[config.mk]
export PLATFORM = sky130hd
export DESIGN_NAME = dual_pool_buffer_free_list
export DESIGN_NICKNAME = d
export VERILOG_FILES = /design/src/sv/dpbf_pkg.sv /design/src/sv/dual_pool_buffer_free_list.sv /design/src/sv/dpbf_entry_store.sv
export SDC_FILE = /design/constraint.sdc
export NUM_CORES = 1
export LEC_CHECK = 0
export BUFFER_PORTS_ARGS = -buffer_cell sky130_fd_sc_hd__buf_2
export CORE_ASPECT_RATIO = 1.1
export CORE_MARGIN = 2
export CORE_UTILIZATION = 40
export DETAILED_ROUTE_END_ITERATION = 8
export SLEW_MARGIN = 20
export SYNTH_ARGS = -nofsm -noshare
export SYNTH_HDL_FRONTEND = slang
export SYNTH_SLANG_ARGS = --single-unit
export TNS_END_PERCENT = 30
[constraint.sdc]
create_clock -name clk -period 3.4 [get_ports clk]
set_input_delay 0.68 -clock clk [delete_from_list [all_inputs] [get_ports clk]]
set_output_delay 0.68 -clock clk [all_outputs]
set_load 0.02 [all_outputs]
[src/sv/dpbf_pkg.sv]
`timescale 1ns / 1ps
// Package for the dual pool buffer free list.
// Request, status and buffer state codes, and the per-entry flag type.
package dpbf_pkg;

    localparam logic [1:0] REQ_ALLOC_TX = 2'd0;
    localparam logic [1:0] REQ_ALLOC_RX = 2'd1;
    localparam logic [1:0] REQ_FREE     = 2'd2;
    localparam logic [1:0] REQ_REINIT   = 2'd3;

    localparam logic [1:0] STAT_OK       = 2'd0;
    localparam logic [1:0] STAT_EMPTY    = 2'd1;
    localparam logic [1:0] STAT_NOT_USED = 2'd2;

    localparam logic [1:0] BST_FREE       = 2'd0;
    localparam logic [1:0] BST_TX_PENDING = 2'd1;
    localparam logic [1:0] BST_RX_READY   = 2'd2;

    typedef struct packed {
        logic       link_valid;
        logic       in_use;
        logic [1:0] bstate;
    } entry_flags_t;

endpackage

[src/sv/dual_pool_buffer_free_list.sv]
`timescale 1ns / 1ps
// Dual pool buffer free list: transmit and receive LIFO pools over one descriptor store.
// Each transaction is a store read, then modify and write back; busy is high during the latter.
// The result strobe (done) is registered and follows in the next cycle; the receiver cannot stall.
// Reset and the reinit request restore both pools with the highest id on top.
// Uses dpbf_pkg and dpbf_entry_store.
module dual_pool_buffer_free_list
    import dpbf_pkg::*;
#(
    parameter int TX_POOL_SIZE = 8,
    parameter int RX_POOL_SIZE = 8
)
(
    input  logic       clk,
    input  logic       rst_n,
    input  logic       start,
    output logic       busy,
    input  logic [1:0] req_type,
    input  logic [3:0] buf_id,
    output logic       done,
    output logic [1:0] status,
    output logic [3:0] granted_id,
    output logic [1:0] buffer_state,
    output logic [3:0] tx_free_count,
    output logic [3:0] rx_free_count
);

    localparam int NBUF = TX_POOL_SIZE + RX_POOL_SIZE;
    localparam int IDW  = $clog2(NBUF);
    localparam int BW   = (IDW < 4) ? 4 : IDW;
    localparam int BW1  = BW + 1;
    localparam int MAXP = (TX_POOL_SIZE > RX_POOL_SIZE) ? TX_POOL_SIZE : RX_POOL_SIZE;
    localparam int CW0  = $clog2(MAXP + 1);
    localparam int CW   = (CW0 < 4) ? 4 : CW0;

    typedef enum logic [1:0] {
        S_IDLE = 2'b01,
        S_EXEC = 2'b10
    } fsm_t;

    fsm_t state_reg, state_next;

    logic [1:0]     req_reg;
    logic [3:0]     bid_reg;
    logic [IDW-1:0] tx_head_reg, tx_head_next;
    logic           tx_hv_reg, tx_hv_next;
    logic [IDW-1:0] rx_head_reg, rx_head_next;
    logic           rx_hv_reg, rx_hv_next;
    logic [CW-1:0]  tx_count_reg, tx_count_next;
    logic [CW-1:0]  rx_count_reg, rx_count_next;

    logic           done_reg;
    logic [1:0]     status_reg, status_next;
    logic [BW-1:0]  gid_reg, gid_next;
    logic [1:0]     bstate_reg, bstate_next;

    logic           accept;
    logic [IDW-1:0] rd_addr;
    logic [IDW-1:0] rd_next;
    entry_flags_t   rd_flags;
    logic           wr_en;
    logic [IDW-1:0] wr_addr;
    logic [IDW-1:0] wr_next;
    entry_flags_t   wr_flags;
    logic           clr;
    logic [BW-1:0]  bid_ext;
    logic           bid_in_range;
    logic           bid_is_tx;

    assign busy   = (state_reg == S_EXEC);
    assign accept = start && !busy;

    assign bid_ext      = BW'(bid_reg);
    assign bid_in_range = {1'b0, bid_ext} < BW1'(NBUF);
    assign bid_is_tx    = bid_ext < BW'(TX_POOL_SIZE);

    always_comb
    begin
        case (req_type)
            REQ_ALLOC_TX: rd_addr = tx_head_reg;
            REQ_ALLOC_RX: rd_addr = rx_head_reg;
            default:      rd_addr = IDW'(BW'(buf_id));
        endcase
    end

    dpbf_entry_store #(
        .NBUF (NBUF),
        .TXS  (TX_POOL_SIZE),
        .IDW  (IDW)
    ) u_store (
        .clk      (clk),
        .rst_n    (rst_n),
        .clr      (clr),
        .rd_en    (accept),
        .rd_addr  (rd_addr),
        .rd_next  (rd_next),
        .rd_flags (rd_flags),
        .wr_en    (wr_en),
        .wr_addr  (wr_addr),
        .wr_next  (wr_next),
        .wr_flags (wr_flags)
    );

    always_comb
    begin
        state_next    = state_reg;
        tx_head_next  = tx_head_reg;
        tx_hv_next    = tx_hv_reg;
        rx_head_next  = rx_head_reg;
        rx_hv_next    = rx_hv_reg;
        tx_count_next = tx_count_reg;
        rx_count_next = rx_count_reg;
        status_next   = STAT_OK;
        gid_next      = '0;
        bstate_next   = BST_FREE;
        wr_en         = 1'b0;
        wr_addr       = '0;
        wr_next       = '0;
        wr_flags      = '{link_valid: 1'b0, in_use: 1'b1, bstate: BST_FREE};
        clr           = 1'b0;

        case (state_reg)
            S_IDLE:
            begin
                if (accept)
                    state_next = S_EXEC;
            end
            S_EXEC:
            begin
                state_next = S_IDLE;
                case (req_reg)
                    REQ_ALLOC_TX:
                    begin
                        if (!tx_hv_reg)
                            status_next = STAT_EMPTY;
                        else
                        begin
                            wr_en           = 1'b1;
                            wr_addr         = tx_head_reg;
                            wr_flags.bstate = BST_TX_PENDING;
                            tx_head_next    = rd_next;
                            tx_hv_next      = rd_flags.link_valid;
                            tx_count_next   = tx_count_reg - CW'(1);
                            gid_next        = BW'(tx_head_reg);
                            bstate_next     = BST_TX_PENDING;
                        end
                    end
                    REQ_ALLOC_RX:
                    begin
                        if (!rx_hv_reg)
                            status_next = STAT_EMPTY;
                        else
                        begin
                            wr_en           = 1'b1;
                            wr_addr         = rx_head_reg;
                            wr_flags.bstate = BST_RX_READY;
                            rx_head_next    = rd_next;
                            rx_hv_next      = rd_flags.link_valid;
                            rx_count_next   = rx_count_reg - CW'(1);
                            gid_next        = BW'(rx_head_reg);
                            bstate_next     = BST_RX_READY;
                        end
                    end
                    REQ_FREE:
                    begin
                        gid_next = bid_ext;
                        if (!bid_in_range || !rd_flags.in_use)
                        begin
                            status_next = STAT_NOT_USED;
                            bstate_next = bid_in_range ? rd_flags.bstate : BST_FREE;
                        end
                        else
                        begin
                            wr_en           = 1'b1;
                            wr_addr         = IDW'(bid_ext);
                            wr_flags.in_use = 1'b0;
                            wr_flags.bstate = BST_FREE;
                            if (bid_is_tx)
                            begin
                                wr_next             = tx_head_reg;
                                wr_flags.link_valid = tx_hv_reg;
                                tx_head_next        = IDW'(bid_ext);
                                tx_hv_next          = 1'b1;
                                tx_count_next       = tx_count_reg + CW'(1);
                            end
                            else
                            begin
                                wr_next             = rx_head_reg;
                                wr_flags.link_valid = rx_hv_reg;
                                rx_head_next        = IDW'(bid_ext);
                                rx_hv_next          = 1'b1;
                                rx_count_next       = rx_count_reg + CW'(1);
                            end
                        end
                    end
                    default:
                    begin
                        clr           = 1'b1;
                        tx_head_next  = IDW'(TX_POOL_SIZE - 1);
                        tx_hv_next    = 1'b1;
                        rx_head_next  = IDW'(NBUF - 1);
                        rx_hv_next    = 1'b1;
                        tx_count_next = CW'(TX_POOL_SIZE);
                        rx_count_next = CW'(RX_POOL_SIZE);
                    end
                endcase
            end
            default:
            begin
                state_next = S_IDLE;
            end
        endcase
    end

    always_ff @(posedge clk or negedge rst_n)
    begin
        if (!rst_n)
        begin
            state_reg    <= S_IDLE;
            tx_head_reg  <= IDW'(TX_POOL_SIZE - 1);
            tx_hv_reg    <= 1'b1;
            rx_head_reg  <= IDW'(NBUF - 1);
            rx_hv_reg    <= 1'b1;
            tx_count_reg <= CW'(TX_POOL_SIZE);
            rx_count_reg <= CW'(RX_POOL_SIZE);
            done_reg     <= 1'b0;
        end
        else
        begin
            state_reg    <= state_next;
            tx_head_reg  <= tx_head_next;
            tx_hv_reg    <= tx_hv_next;
            rx_head_reg  <= rx_head_next;
            rx_hv_reg    <= rx_hv_next;
            tx_count_reg <= tx_count_next;
            rx_count_reg <= rx_count_next;
            done_reg     <= (state_reg == S_EXEC);
        end
    end

    always_ff @(posedge clk)
    begin
        if (accept)
        begin
            req_reg <= req_type;
            bid_reg <= buf_id;
        end
        if (state_reg == S_EXEC)
        begin
            status_reg <= status_next;
            gid_reg    <= gid_next;
            bstate_reg <= bstate_next;
        end
    end

    assign done          = done_reg;
    assign status        = status_reg;
    assign granted_id    = gid_reg[3:0];
    assign buffer_state  = bstate_reg;
    assign tx_free_count = tx_count_reg[3:0];
    assign rx_free_count = rx_count_reg[3:0];

endmodule

[src/sv/dpbf_entry_store.sv]
`timescale 1ns / 1ps
// Descriptor store: next link and flags per buffer, registered synchronous read.
// Per-entry written bits make unwritten entries read as their reset value. Uses dpbf_pkg.
module dpbf_entry_store
    import dpbf_pkg::*;
#(
    parameter int NBUF   = 16,
    parameter int TXS    = 8,
    parameter int IDW    = 4
)
(
    input  logic               clk,
    input  logic               rst_n,
    input  logic               clr,
    input  logic               rd_en,
    input  logic [IDW-1:0]     rd_addr,
    output logic [IDW-1:0]     rd_next,
    output entry_flags_t       rd_flags,
    input  logic               wr_en,
    input  logic [IDW-1:0]     wr_addr,
    input  logic [IDW-1:0]     wr_next,
    input  entry_flags_t       wr_flags
);

    logic [IDW-1:0] next_mem [NBUF];
    entry_flags_t   flag_mem [NBUF];
    logic [NBUF-1:0] written_reg;

    logic [IDW-1:0] mem_next_reg;
    entry_flags_t   mem_flags_reg;
    logic           hit_reg;
    logic [IDW-1:0] addr_reg;
    logic           first_entry;

    always_ff @(posedge clk)
    begin
        if (wr_en)
        begin
            next_mem[wr_addr] <= wr_next;
            flag_mem[wr_addr] <= wr_flags;
        end
        if (rd_en)
        begin
            mem_next_reg  <= next_mem[rd_addr];
            mem_flags_reg <= flag_mem[rd_addr];
            addr_reg      <= rd_addr;
        end
    end

    always_ff @(posedge clk or negedge rst_n)
    begin
        if (!rst_n)
        begin
            written_reg <= '0;
            hit_reg     <= 1'b0;
        end
        else
        begin
            if (clr)
                written_reg <= '0;
            else if (wr_en)
                written_reg[wr_addr] <= 1'b1;
            if (rd_en)
                hit_reg <= written_reg[rd_addr];
        end
    end

    assign first_entry = (addr_reg == '0) || (addr_reg == IDW'(TXS));

    always_comb
    begin
        if (hit_reg)
        begin
            rd_next  = mem_next_reg;
            rd_flags = mem_flags_reg;
        end
        else
        begin
            rd_next             = first_entry ? '0 : addr_reg - IDW'(1);
            rd_flags.link_valid = !first_entry;
            rd_flags.in_use     = 1'b0;
            rd_flags.bstate     = BST_FREE;
        end
    end

endmodule
# --- Word-level counts from Yosys, hierarchy flattened ---
# Memories as Yosys holds them, arrays and structs flattened. A register that Yosys moved wholly into a read port is not among the register bits.
# Cells that the tools add are included.
# Widths: inputs -> output; s select.
totals:
  register_bits: 56
  ram_bits: 128
  output_inout_bits: 18
  wordCells: 124
  mem_count: 2
mem_list:
  columns: ["name", "words", "width", "read_ports", "rd_ports_with_merged_regs", "wr", "line_no", "text"]
  rows:
  - ["u_store.flag_mem", 16, 4, 1, 1, 1, "dpbf_entry_store.sv:26", "entry_flags_t flag_mem [NBUF];"]
  - ["u_store.next_mem", 16, 4, 1, 1, 1, "dpbf_entry_store.sv:25", "logic [IDW-1:0] next_mem [NBUF];"]
op_classes:
  addsub: 5
  magnitude_cmp: 4
  eq_ne: 12
  muxes: 68
  n_bitwise: 3
  n_reduce_logical: 14
op_table:
  columns: ["cell", "count"]
  rows:
  - ["$mux 4", 25]
  - ["$pmux 4 s3", 6]
  - ["$mux 16", 2]
  - ["$mux 1", 20]
  - ["$pmux 2 s3", 3]
  - ["$or 16x16->16", 1]
  - ["$mux 2", 6]
  - ["$ne 2x2->1 const B", 6]
  - ["$sub 4x1->4 const B", 3]
  - ["$lt 4x5->1 const B", 2]
  - ["$reduce_and 5->1", 2]
  - ["$pmux 1 s3", 3]
  - ["$add 4x1->4 const B", 2]
  - ["$pmux 4 s2", 1]
  - ["$reduce_and 4->1", 2]
  - ["$eq 2x1->1 const B", 3]
  - ["$bmux 1 s4", 1]
  - ["$demux 1 s4", 1]
  - ["$eq 2x2->1 const B", 2]
  - ["$eq 4x4->1 const B", 1]
  - ["$ge 4x1->1 const B", 1]
  - ["$logic_not 2->1", 2]
  - ["$logic_not 4->1", 1]
  - ["$lt 4x4->1 const B", 1]
  - ["6 further kinds", 9]

# --- Longest topological paths before layout ---
# Gate-level depths: netlist (run 1).
depth:
  word_depth: 14
  mapped_depth: 11
  ltp_nobuf: 10

# --- Cells and area by module ---
# Synthesis (run 1) repeated with hierarchy kept, for this count alone.
unflattened:
  cells_unflattened: 510
  hier_area_um2: 8325.5
by_module_without_submodules:
  columns: ["module", "instances", "cells_each", "area_per_inst_um2", "seq_area_each_um2"]
  rows:
  - ["dpbf_entry_store", 1, 297, 6222.2, 4629.4]
  - ["dual_pool_buffer_free_list", 1, 213, 2103.3, 960.9]

# --- Worst setup path after synthesis (run 1) ---
# No wires, ideal clock.
synth_timing:
  path_kind: "register to register"
  start: "reg req_reg[1]"
  end: "mem u_store.flag_mem[0][0] (netlist bit), enable pin"
  setup_ps: 371
  arrival_ps: 2284
  t_required_ps: 3029
  slack_ps: 745
  stages_incl_launch_ff: 10
  n_path_buf: 2
  period_less_slack_ps: 2655
  path_cell_list: "edfxtp_1 -> inv_1 -> ha_1 -> buf_6 -> and2_4 -> buf_6 -> a222oi_1 -> nor3_1 -> or3_4 -> nor4_4"
synth_between:
  elab_chain_cells: 5
  elab_cells_between_ends: 9
  classes_between: "2 x eq/ne; 6 x mux; 1 x reduce/logical"
synth_lines:
  columns: ["item", "line_no", "text"]
  rows:
  - ["start, declared", "dual_pool_buffer_free_list.sv:43", "logic [1:0] req_reg;"]
  - ["start signal, assigned", "dual_pool_buffer_free_list.sv:245", "req_reg <= req_type;"]
  - ["$eq 2x2->1 (tied with other cells)", "dual_pool_buffer_free_list.sv:131", "case (req_reg)"]
  - ["$pmux 1 s3", "dual_pool_buffer_free_list.sv:131", null]
  - ["$mux 1", "dual_pool_buffer_free_list.sv:122", "case (state_reg)"]
  - ["$mux 1", "dpbf_entry_store.sv:37", "if (wr_en)"]
  - ["$mux 1 (not written as such)", "dpbf_entry_store.sv:40", "flag_mem[wr_addr] <= wr_flags;"]
  - ["end, declared", "dpbf_entry_store.sv:26", null]
# Parallel ways exist; a longest one is shown, timed or not.

# --- Final worst setup path (run 1) ---
layout_timing:
  start: "reg req_reg[0]"
  end: "mem u_store.next_mem[0][2], enable pin"
layout_between:
  elab_chain_cells: 5
  elab_cells_between_ends: 9
  classes_between: "2 x eq/ne; 6 x mux; 1 x reduce/logical"
layout_lines:
  columns: ["item", "line_no", "text"]
  rows:
  - ["$eq 2x2->1 (tied with other cells)", "dual_pool_buffer_free_list.sv:131", null]
  - ["$pmux 1 s3", "dual_pool_buffer_free_list.sv:131", null]
  - ["$mux 1", "dual_pool_buffer_free_list.sv:122", null]
  - ["$mux 1", "dpbf_entry_store.sv:37", null]
  - ["$mux 1 (not written as such)", "dpbf_entry_store.sv:39", "next_mem[wr_addr] <= wr_next;"]
  - ["end, declared", "dpbf_entry_store.sv:25", null]
# Parallel ways exist; a longest one is shown, timed or not.

==> key figures, run 1 <==
Run status
  • Status: complete, no violations

Pwr
  • Leakage Power: 3.72 nW
  • Clock power frac: 0.334
  • Worst IR Drop VDD: 0.317 mV
  • Seq pwr share: 0.454
  • Switching Power: 0.00201 W
  • Sw Ratio: 0.308
  • Logic pwr share: 0.211
  • Int Pwr: 0.00451 W
  • Power Density: 684 mW/mm^2

Setup path
  • CP Capture Type: register
  • Critical path's slowest cell: nor4_4
  • RR Endpoint: u_store.next_mem[0][2]$_DFFE_PP_
  • Cell depth of the worst flop-to-flop path: 6
  • Reg2Reg Launch Point: req_reg[0]$_DFFE_PP_
  • Worst Path Arrival: 3160 ps
  • Critical-path cell list: ha_1 -> and2_4 -> a222oi_1 -> nor3_1 -> or3_4 -> nor4_4
  • Setup crit start kind: register
  • Crit Path Class: register to register
  • FF-to-FF setup slack: 310 ps
  • Worst path buffer plus inverter count: 0
  • Crit path max fanout: 9
  • Worst path required time: 3460 ps
  • Crit-path leading delay family: simple AND/OR/NAND/NOR gates
  • Max stage delay on crit path: 730 ps

Die
  • Cell row count: 55
  • Initial Utilization: 0.407
  • Die ar.: 0.0221 mm^2
  • Die span in x: 142 um
  • Die Height: 156 um
  • Core ar.: 0.0206 mm^2
  • # IOs: 27

Synth
  • Post-Syn Instances: 730
  • Post-Syn Area: 0.00837 mm^2
  • Yosys top cell area share: 0.553
  • Area contributors post-synth: edfxtp_1, dfrtp_1, nand2_1
  • Number of synthesized flops with an enable pin: 154
  • Synthesized area per cell: 11.5 um^2
  • Most common cell in the netlist: nand2_1
  • Mapped Nets: 750
  • Ys flop type: edfxtp_1
  • Post-synth cell types: 49
  • Post-synth top cells: nand2_1, edfxtp_1, nand3_1
  • Sequential share of the synthesized area: 0.668
  • Synth async-reset ratio: 0.198
  • Flops & latches, synth: 192
  • Cell taking the most area after synthesis: edfxtp_1
  • YS warnings: 0

Clock network
  • Clk slew on worst S/H paths: 70 ps
  • CTS Buffer Depth: 2
  • Post CTS Setup Buffer Count: 0
  • CTS sink count: 192
  • Worst-Skew Late Latency: 440 ps
  • CTS H-tree depth: 4
  • CTS resizes: 0
  • Root Buffer: clkbuf_16
  • TritonCTS buffer count: 17
  • CTS tree: yes
  • CTS Hold Bufs: 0

Run
  • Max-cap violation count: 0

Drt
  • Post-Route WL: 20.8 mm
  • Initial DRC count: 551
  • Vias per cell: 5.54
  • Post-DRT Antenna Nets: 0
  • Wire per inst: 20.2 um
  • First drt pass iteration count: 5
  • Residual DRC: 0
  • Vias: 5713

Place
  • Port bufs: 26
  • Final GP Congestion: 0.867
  • DP Cell Count: 1000
  • DPL Wire Length: 13.6 mm

STA
  • Final critical-path share of the clock period: 0.910
  • Rel. slew slack: 0.337
  • Setup_tns: 0 ps
  • Final hold vios: 0
  • Final min period: 3090 ps
  • RSZ-0062 raised after global routing: false
  • Max Clock Freq: 0.323 GHz
  • Hold Slack: 376 ps
  • Final setup violating endpoints: 0
  • Worst-margin pin slew: 994 ps
  • Final worst clock skew: 12.2 ps
  • Fin. max-slew vios: 0

Cells and area
  • FF+latch area: 0.00559 mm^2
  • Multi-input gate area: 0.00255 mm^2
  • Nets: 783
  • N_diodes: 0
  • Final core occ: 0.463
  • Final non-filler cell total: 1032
  • Share of cells above drive strength 1: 0.142
  • Area Growth Syn to Fin: 13.9%
  • FILL cells: 1827

Global route
  • Largest net degree at the start of global routing: 72
  • First-pass GRT wire length: 32.1 mm
  • GRT Total Usage: 0.196
  • GR Overflow Total: 0
  • Vias in the first global route: 5617
  • Initial antenna violation count: 0

Min path
  • Min-Delay Path Class: input pin to asynchronous set/reset pin
## kinds of logic (layout without fill, tap and decap cells)
group                      count (synthesis)  in the layout  share of synthesized area
muxes                                     16             16                     0.0199
DFF                                      192            192                      0.668
AOI/OAI and AO/OA                         93             93                     0.0730
xor gates and xnor gates                   3              3                    0.00314
buffers and inverters                     61            107                     0.0296
adders and majority gates                 11             11                     0.0165
and+or+nand+nor                          354            354                      0.190
## cells in the final DEF (no fill, tap or decap), drive strengths merged, types with 4 or more instances in the layout
cell    instances
buf            56
clkinv          5
nand2b          4
nor2           38
inv            25
dfstp          12
mux2i          11
nand2         170
ha             11
clkbuf         17
bufinv          4
a22oi           6
a21o           15
edfxtp        154
a41oi           4
mux2            5
nand4           9
nand3b          4
and2            7
nor3            7
a21oi          21
nand3         104
dfrtp          26
o21a            5
o21ai          23
## power by group through the flow
stage,combinational [W],clock [W],sequential [W]
2_1_floorplan,0.000918,0,0.00298
3_3_place_gp,0.00134,0,0.00300
3_5_place_dp,0.00137,0,0.00300
4_1_cts,0.00138,0.00220,0.00296
5_1_grt,0.00153,0.00231,0.00298
6_report,0.00138,0.00218,0.00296
## through the flow
stage / worst slack (ps) / total power, W / instance area (um^2)
after floorplan: 745 / 0.00390 / 8370
after global placement: 434 / 0.00434 / 8880
after detailed placement: 399 / 0.00438 / 8880
after CTS: 379 / 0.00654 / 9530
after global routing: 148 / 0.00682 / 9530
final: 308 / 0.00652 / 9530
## routing by layer
layer | vias to the layer above | track usage | wire length, um | share of wire
li1 | 2680 | - | - | -
met1 | 2819 | 0.242 | 8870 | 0.43
met2 | 170 | 0.338 | 10500 | 0.50
met3 | 44 | 0.0335 | 830 | 0.040
met4 | 0 | 0.0881 | 612 | 0.029
met5 | - | 0 | 0 | 0
## how the worst max path moves through the flow
stage | cells past startpoint | endpoint | startpoint | slack [ps]
6_report | 6 | u_store.next_mem[0][2]$_DFFE_PP_ | req_reg[0]$_DFFE_PP_ | 310
5_1_grt | 7 | u_store.next_mem[0][2]$_DFFE_PP_ | req_reg[1]$_DFFE_PP_ | 150
4_1_cts | 7 | u_store.next_mem[0][2]$_DFFE_PP_ | req_reg[1]$_DFFE_PP_ | 380
3_5_place_dp | 7 | u_store.next_mem[0][1]$_DFFE_PP_ | req_reg[1]$_DFFE_PP_ | 400
3_3_place_gp | 7 | u_store.next_mem[0][1]$_DFFE_PP_ | req_reg[1]$_DFFE_PP_ | 430
2_1_floorplan | 9 | u_store.flag_mem[0][0]$_DFFE_PP_ | req_reg[1]$_DFFE_PP_ | 740
## layout make-up
| type | count | share of cell area |
|---|---|---|
| Sequential cell | 192 | 0.587 |
| Multi-Input combinational cell | 477 | 0.267 |
| Clock buffer | 17 | 0.0446 |
| Timing Repair Buffer | 56 | 0.0373 |
| Tap cell | 256 | 0.0336 |
| Clock inverter | 15 | 0.0232 |
| Inverter | 19 | 0.00748 |
(Power assumes the default switching activity.)
==> inputs of run 2 (changes only) <==
CORE_MARGIN = unset   (was 2)
==> run 2 against run 1 <==
Non-clock buffer count stayed put. Register-to-register slack better by 80 ps. Utilization is 0.052 points higher. Power is 1.8% lower.
==> key figures, run 2 (synthesized netlist as in run 1, its figures left out) <==
Drt
  • First drt pass iteration count: 7 (+2)
  • Wire per inst: 20.5 um (+1.6%)
  • Vias per cell: 5.62 (+1.5%)
  • Vias: 5797 (+1.5%)
  • Initial DRC count: 424 (-23%)
  • Residual DRC: 0 (unchanged)
  • Post-Route WL: 21.1 mm (+1.6%)
  • Post-DRT Antenna Nets: 0 (unchanged)

Min path
  • Min-Delay Path Class: input pin to asynchronous set/reset pin

Setup path
  • Cell depth of the worst flop-to-flop path: 6 (unchanged)
  • Crit path max fanout: 9 (unchanged)
  • Setup crit start kind: register
  • Crit Path Class: register to register
  • Worst Path Arrival: 3080 ps (-80 ps)
  • Worst path required time: 3460 ps (about the same)
  • CP Capture Type: register

Cells and area
  • Nets: 783 (unchanged)
  • Area Growth Syn to Fin: 13.7%
  • Final non-filler cell total: 1032 (unchanged)
  • Final core occ: 0.464 (+0.000517)
  • Share of cells above drive strength 1: 0.144 (+0.00258)
  • N_diodes: 0 (unchanged)
  • Commonest non-fill, non-tap cell in the layout: nand2_1
  • Commonest non-fill, non-tap cells in the layout: nand2_1, edfxtp_1, nand3_1

STA
  • Hold Slack: 374 ps (-2.05 ps)
  • Final critical-path share of the clock period: 0.887 (-0.0221)
  • Final setup violating endpoints: 0 (unchanged)
  • Setup_tns: 0 ps (unchanged)
  • Fin. max-slew vios: 0 (unchanged)
  • Max Clock Freq: 0.331 GHz (+2.5%)
  • Final hold vios: 0 (unchanged)
  • Rel. slew slack: 0.354 (+0.0164)
  • Final min period: 3020 ps (-75.2 ps)
  • Worst-margin pin slew: 966 ps (-28.2 ps)
  • RSZ-0062 raised after global routing: false
  • Final worst clock skew: 7.95 ps (-4.24 ps)

Pwr
  • Tot Pwr: 0.00640 W (-1.8%)
  • Power Density: 673 mW/mm^2 (-1.5%)
  • Switching Power: 0.00204 W (+1.5%)
  • Leakage Power: 3.71 nW (-0.34%)
  • Worst IR Drop VDD: 0.330 mV (+4.0%)
  • Seq pwr share: 0.462 (+0.008)
  • Sw Ratio: 0.318 (+0.0103)
  • Logic pwr share: 0.213 (+0.002)
  • Int Pwr: 0.00436 W (-3.2%)
  • Clock power frac: 0.325 (-0.009)

Global route
  • Vias in the first global route: 5694 (+1.4%)
  • GRT Total Usage: 0.206 (+0.00933)
  • GR Overflow Total: 0 (unchanged)
  • Initial antenna violation count: 0 (unchanged)
  • Largest net degree at the start of global routing: 73 (+1.4%)
  • First-pass GRT wire length: 33.0 mm (+2.6%)

Clock network
  • Worst-Skew Late Latency: 440 ps (about the same)
  • CTS resizes: 0 (unchanged)
  • CTS Hold Bufs: 0 (unchanged)
  • Post CTS Setup Buffer Count: 0 (unchanged)
  • CTS Buffer Depth: 2 (unchanged)
  • Root Buffer: clkbuf_16
  • CTS tree: yes
  • TritonCTS buffer count: 17 (unchanged)
  • CTS sink count: 192 (unchanged)
  • Clk slew on worst S/H paths: 70 ps (about the same)
  • CTS H-tree depth: 4 (unchanged)

Place
  • DPL Wire Length: 13.9 mm (+2.4%)
  • DP Cell Count: 1000 (unchanged)
  • Final GP Congestion: 0.864 (-0.38%)
  • Port bufs: 26 (unchanged)

Die
  • Die span in x: 140 um (-1.4%)
  • Die Height: 154 um (-1.3%)
  • Die ar.: 0.0215 mm^2 (-2.7%)
  • Cell row count: 55 (unchanged)
  • # IOs: 27 (unchanged)
  • Core ar.: 0.0205 mm^2 (-0.33%)
  • Initial Utilization: 0.408 (+0.00136)

Run status
  • Status: complete, no violations

Run
  • Max-cap violation count: 0 (unchanged)
[run 2: changes by cell type in the layout (fill, tap and decap cells not counted)]
cell	before	now
clkinv_8	1	2
clkinv_1	2	0
clkinvlp_4	0	1
inv_4	0	1
inv_8	3	4
inv_2	2	1
bufinv_16	4	2
clkinv_4	2	3
[run 2: critical path: stages, from the launching register on]
cell and delay, ps:
edfxtp_1 430, inv_1 130, ha_1 300, nand2_1 180, o21ai_0 520, nand3_1 260
nor2_1 800
[run 2: worst paths after layout]
| check | from | end | slack (ps) |
|---|---|---|---|
| setup reg to reg | req_reg[0]$_DFFE_PP_ | u_store.flag_mem[13][3]$_DFFE_PP_ | 380 |
| min in group clk | buf_id[3] | bid_ext[3]$_DFFE_PP_ | 440 |
| max in group asynchronous | rst_n | u_store.written_reg[6]$_DFFE_PN0P_ | 2450 |
| hold / removal | rst_n | tx_free_count[2]$_DFFE_PN0P_ | 370 |
| hold reg to reg | state_reg[1]$_DFFE_PN0P_ | state_reg[1]$_DFFE_PN0P_ | 440 |
| setup / recovery | req_reg[0]$_DFFE_PP_ | u_store.flag_mem[13][3]$_DFFE_PP_ | 380 |
[run 2: metal layers]
metal / share of wire / track usage / vias up
li1: - / - / 2681
met1: 0.41 / 0.255 / 2837
met2: 0.50 / 0.347 / 233
met3: 0.054 / 0.0374 / 46
met4: 0.032 / 0.0994 / 0
met5: 0 / 0 / -
[run 2: final cells by class]
| cell class | instances | area (um^2) |
|---|---|---|
| Clock buffer | 17 | 425 |
| Timing Repair Buffer | 56 | 355 |
| Multi-Input combinational cell | 477 | 2550 |
| Tap cell | 256 | 320 |
| Inverter | 19 | 73.8 |
| Sequential cell | 192 | 5590 |
| Fill cell | 1863 | 11000 |
| Clock inverter | 15 | 198 |
[run 2: stage by stage]
stage / setup WS (ps) / area (um^2)
2_1_floorplan: 745 / 8370
3_3_place_gp: 533 / 8880
3_5_place_dp: 450 / 8890
4_1_cts: 438 / 9510
5_1_grt: 235 / 9510
6_report: 383 / 9510
[run 2: power by group through the flow]
stage	sequential [W]	clock (W)	combinational, W
2_1_floorplan	0.00298	0	0.000918
3_3_place_gp	0.00300	0	0.00132
3_5_place_dp	0.00300	0	0.00136
4_1_cts	0.00295	0.00211	0.00137
5_1_grt	0.00298	0.00219	0.00151
6_report	0.00296	0.00208	0.00137
